`config.mk`:
```
export PLATFORM = sky130hd
export DESIGN_NAME = odpn_cell
export DESIGN_NICKNAME = d
export VERILOG_FILES = /design/src/sv/odpn_pkg.sv /design/src/sv/odpn_cell.sv
export VERILOG_INCLUDE_DIRS = /design/src /design/src/sv
export SDC_FILE = /design/constraint.sdc
export NUM_CORES = 1
export LEC_CHECK = 0
export ABC_AREA = 1
export ABC_CLOCK_PERIOD_IN_PS = 2250
export BUFFER_PORTS_ARGS = -buffer_cell sky130_fd_sc_hd__buf_2
export CAP_MARGIN = 20
export CORE_MARGIN = 4
export CORE_UTILIZATION = 39
export DETAILED_ROUTE_END_ITERATION = 16
export HOLD_SLACK_MARGIN = 0.06
export PLACE_DENSITY = 0.72
export SLEW_MARGIN = 10
export SYNTH_ARGS = -nofsm -noshare
export SYNTH_HDL_FRONTEND = slang
export SYNTH_SLANG_ARGS = --single-unit
export TNS_END_PERCENT = 1
```
`constraint.sdc`:
```
create_clock -name clk -period 2.25 [get_ports clk]
set_input_delay 0.1125 -clock clk [delete_from_list [all_inputs] [get_ports clk]]
set_output_delay 0.1125 -clock clk [all_outputs]
set_load 0.03 [all_outputs]
```
`src/sv/assert_macros.svh`:
```
// Assertion macros shared by the RTL files.
// ASSERT_RST checks a property on the rising clock edge outside reset.
// ASSERT_ALL checks a property on every rising clock edge.
`ifndef ASSERT_MACROS_SVH
`define ASSERT_MACROS_SVH

`define ASSERT_RST(lbl, clk, rstn, prop, msg) \
  lbl: assert property (@(posedge clk) disable iff (!(rstn)) (prop)) else $error(msg);

`define ASSERT_ALL(lbl, clk, prop, msg) \
  lbl: assert property (@(posedge clk) (prop)) else $error(msg);

`endif

```
`src/sv/odpn_pkg.sv`:
```
package odpn_pkg;

  // Field widths of the channels.
  localparam int OFF_W  = 32;
  localparam int PNUM_W = 7;
  localparam int DCNT_W = 8;
  localparam int MAXP_W = 8;

  // Limit register value after reset.
  localparam logic [MAXP_W-1:0] MAXP_RESET = 8'd64;

  // Default number of cells in the chain.
  localparam int MAX_POSITIONS_DEF = 128;

  // Control flags that travel with a lookup along the chain.
  typedef struct packed {
    logic vld;     // a lookup occupies this stage
    logic start;   // lookup empties the table as it passes
    logic last;    // final position of the table
    logic hit;     // offset found in an earlier cell
    logic stored;  // offset written into an earlier cell
  } qflags_t;

endpackage

```
`src/sv/odpn_cell.sv`:
```
`include "assert_macros.svh"

module odpn_cell #(
  parameter int IDX   = 0,
  parameter int NUM_W = 7,
  parameter int CNT_W = 8
) (
  input  logic                        clk,
  input  logic                        rst_n,
  input  logic                        adv,
  input  odpn_pkg::qflags_t           q_in,
  input  logic [odpn_pkg::OFF_W-1:0]  off_in,
  input  logic [NUM_W-1:0]            num_in,
  input  logic [CNT_W-1:0]            cnt_in,
  output odpn_pkg::qflags_t           q_out,
  output logic [odpn_pkg::OFF_W-1:0]  off_out,
  output logic [NUM_W-1:0]            num_out,
  output logic [CNT_W-1:0]            cnt_out
);
  import odpn_pkg::*;

  logic              val_r, val_nxt;
  logic [OFF_W-1:0]  off_r, off_nxt;
  qflags_t           q_r, q_nxt;
  logic [OFF_W-1:0]  qoff_r;
  logic [NUM_W-1:0]  num_r, num_nxt;
  logic [CNT_W-1:0]  cnt_r, cnt_nxt;
  logic              found, eff_valid, match, store;

  // Compare the passing lookup with the held offset, or claim this slot
  // when it is the first free one and no earlier cell has taken the offset.
  always_comb begin
    found     = q_in.hit | q_in.stored;
    eff_valid = val_r & ~q_in.start;
    match     = q_in.vld & eff_valid & ~found & (off_r == off_in);
    store     = q_in.vld & ~eff_valid & ~found;

    val_nxt = q_in.vld ? (eff_valid | store) : val_r;
    off_nxt = store ? off_in : off_r;

    q_nxt        = q_in;
    q_nxt.hit    = q_in.hit | match;
    q_nxt.stored = q_in.stored | store;

    num_nxt = (match | store) ? NUM_W'(IDX) : num_in;
    cnt_nxt = cnt_in + CNT_W'(eff_valid | store);
  end

  // Control state: slot occupancy and the stage's valid flag.
  always_ff @(posedge clk) begin
    if (!rst_n) begin
      val_r <= 1'b0;
      q_r   <= '0;
    end else if (adv) begin
      val_r <= val_nxt;
      q_r   <= q_nxt;
    end
  end

  // Held offset and the lookup payload handed to the next cell.
  always_ff @(posedge clk) begin
    if (adv) begin
      off_r  <= off_nxt;
      qoff_r <= off_in;
      num_r  <= num_nxt;
      cnt_r  <= cnt_nxt;
    end
  end

  assign q_out   = q_r;
  assign off_out = qoff_r;
  assign num_out = num_r;
  assign cnt_out = cnt_r;

  // A table start that was claimed upstream leaves this slot empty.
  `ASSERT_RST(a_start_clears, clk, rst_n, adv && q_in.vld && q_in.start && found |=> !val_r, "odpn_cell: start did not empty slot")
  // A slot that takes a new offset holds it afterwards.
  `ASSERT_RST(a_store_holds, clk, rst_n, adv && store |=> val_r && (off_r == $past(off_in)), "odpn_cell: stored offset lost")

endmodule

```
==> flow_metrics.py <==
metrics = {
    "route": {
        "num_vias": 2378,
        "vias_per_cell": 4.38,
        "post-route-drc-count": 0,
        "drt-initial-drc-count": 91,
        "post_drt_wl_per_cell_um": 12.9,
        "drt_pass1_iterations": 4,
        "final_antenna_net_count": 0,
        "routed_wl_mm": 7.03,
    },
    "sta": {
        "post-route-period-util_pct": 84.1,
        "fin_crit_ps": 1890,
        "relSlewSlack_pct": 55.6,
        "setup_tns_ps": 0,
        "hold_viol": 0,
        "setup_violations": 0,
        "grt_setup_unrepaired": "no",
        "slew_viol_final": 0,
        "fmax_mhz": 528,
        "worstMarginPinSlew_ps": 666,
        "fin_skew_ps": 10.3,
    },
    "clocking": {
        "cts_tree": "built",
        "cts-htree-levels": 3,
        "insertion_delay_ps": 350,
        "numCtsBuffers": 9,
        "cts_buffer_depth": 2,
        "cts_sinks": 85,
        "clockRootBuffer": "clkbuf_8",
        "post_cts_buffers": 0,
        "clk_pin_slew_ps": 80,
    },
    "logic_synthesis": {
        "yosys_warnings": 0,
        "ys_ff_latch": 85,
        "syn_area_sq_um": 3360,
        "syn_inst": 270,
        "netlist-cell-type-count": 22,
        "synth_top_area_share_pct": 70.5,
        "ys_top_cells_by_area": "edfxtp_1, nand2_1, inv_1",
        "yosysTopAreaCell": "edfxtp_1",
        "syn_avg_cell_area_sq_um": 12.5,
        "synth_nets": 327,
        "yosysSeqAreaShare_pct": 74.1,
    },
    "worst_setup_path": {
        "cp.arrival_ps": 1990,
        "cpMaxStageDelayCell": "dlygate4sd3_1",
        "cpLargestDelayFamily": "buffers and inverters",
        "crit_path_start": "q_in[3]",
        "max_stage_delay_ps": 540,
        "reg2reg_from": "val_r$_SDFFE_PN0P_",
        "critical_path_class": "primary input to register",
        "endpoint_kind": "register",
        "cp.buffers_inverters": 3,
        "worstPathMaxFanout": 4,
        "crit_chain": "dlygate4sd3_1 > buf_2 > inv_2 > nand2_2 > nand2_1 > nand2_1 > ha_1 > ha_1 > nand3_1 > nor3_1 > xor2_1",
        "critPathLaunchType": "primary input",
        "critPathRequiredTime_ps": 2340,
    },
    "power_and_ir_drop": {
        "ir_worst_vdd_mv": 0.352,
        "leakage_nw": 2.08,
        "power.density_nw_per_um2": 709,
        "p_total_mw": 3.32,
    },
    "cells_and_area": {
        "fin_util_pct": 56.5,
        "syn2layout_area_growth_pct": 39.3,
        "nets": 490,
        "final_cells": 543,
        "drive_gt1_share_pct": 29.5,
        "num_antenna_cells": 0,
    },
    "min_path": {
        "min-delay-start": "num_in[0]",
        "min_path_type": "primary input to register",
    },
    "outcome": {
        "status": "completed",
    },
    "place": {
        "hpwl_mm": 4.86,
        "gp_congestion": 0.732,
        "port_buffers": 106,
        "placed_cells": 483,
    },
    "global_route": {
        "grt_pass1_vias": 2397,
        "grt_pass1_wl_mm": 11.2,
        "antenna_found_initial": 0,
        "groute.usage.overall_pct": 14.5,
        "grt_max_degree": 54,
        "grt.overflow.total": 0,
    },
    "die": {
        "io_pins": 107,
        "rows": 33,
        "dieArea_sq_um": 10200,
        "die_h_um": 101,
        "design.core.area_sq_um": 8300,
        "initial_core_util_pct": 40.5,
        "die_w_um": 101,
    },
    "job": {
        "cap_violations": 0,
    },
}
-- power breakdown --
group          internal, mW  switching (mW)
registers              1.82          0.0231
logic                 0.170           0.284
clock network         0.511           0.514
total                  2.50           0.821
-- cell families after synthesis --
logic type / count (synthesis) / share of synthesized area [%]
AO/OA/AOI/OAI: 16 / 2.53
AND/OR/NAND/NOR: 97 / 12.2
adder cells (fa/ha/maj): 2 / 0.744
flip-flops: 85 / 74.1
buffers and inverters: 52 / 5.80
XOR/XNOR: 18 / 4.69
-- state kept, by name, summed over array words and instances (netlist names) --
name,flops
cnt_out,8
num_out,7
off_out,32
off_r,32
q_out,5
val_r,1
-- cell usage after synthesis, drive strengths merged --
master,count
edfxtp,79
nand2,58
inv,52
nor2,28
o21ai,10
xnor2,9
xor2,9
dfxtp,6
a21oi,5
nand3,4
nand4,4
ha,2
nor3,1
nor3b,1
o22ai,1
or2,1
-- worst paths after layout --
path / endpoint / slack, ps / cells past startpoint
worst max-delay path: cnt_out[6]$_DFFE_PP_ / 360 / 11
worst min-delay path: num_out[0]$_SDFFCE_PP0P_ / 80 / 3
worst max register to register: cnt_out[6]$_DFFE_PP_ / 490 / 8
worst min register to register: q_out[0]$_SDFFE_PN0P_ / 460 / 2
-- worst reg2reg max path: cells and delay by family (launching register included) --
family | cells | cell delay [ps]
flops | 1 | 350
xor+xnor | 1 | 140
simple gates | 5 | 610
fa+ha+maj | 2 | 420
-- per-stage QoR --
step	cell area [sq um]	setup slack [ps]	hold WS, ps
3_5_place_dp	4060	386	323
6_report	4690	357	83.9
4_1_cts	4690	362	67.0
3_3_place_gp	4060	458	319
5_1_grt	4690	232	81.1
2_1_floorplan	3370	476	202
-- placed cells by master, fill, tap and decap left out, types with 2 or more instances in the layout --
| master | instances |
|---|---|
| o21ai_0 | 10 |
| inv_1 | 51 |
| ha_1 | 2 |
| dfxtp_1 | 6 |
| nand2_1 | 56 |
| clkbuf_8 | 9 |
| dlygate4sd3_1 | 44 |
| nand4_1 | 4 |
| nand3_1 | 3 |
| xnor2_1 | 9 |
| xor2_1 | 9 |
| edfxtp_1 | 79 |
| clkinvlp_4 | 2 |
| clkbuf_1 | 3 |
| buf_2 | 106 |
| a21oi_1 | 4 |
| nor2_1 | 26 |
-- area by class of cell --
type / count / area [sq um]
Inverter: 52 / 195
Multi-Input combinational cell: 133 / 684
Timing Repair Buffer: 152 / 998
Clock inverter: 4 / 48.8
Fill cell: 724 / 3610
Tap cell: 105 / 131
Clock buffer: 12 / 135
Sequential cell: 85 / 2490
-- metal layers --
metal / wire [um] / GRT usage, % / vias up
met5: 0 / 0 / -
met4: 160 / 6.63 / 0
met3: 391 / 3.60 / 14
met2: 3570 / 25.0 / 77
met1: 2900 / 16.8 / 1084
li1: - / - / 1203
-- timing repair --
action                                 4_1_cts  5_1_grt
gates resized for setup                      0        0
hold buffers                                44        0
endpoints found under the hold margin       74        0
Note: power is estimated with default switching activity, not from simulation.
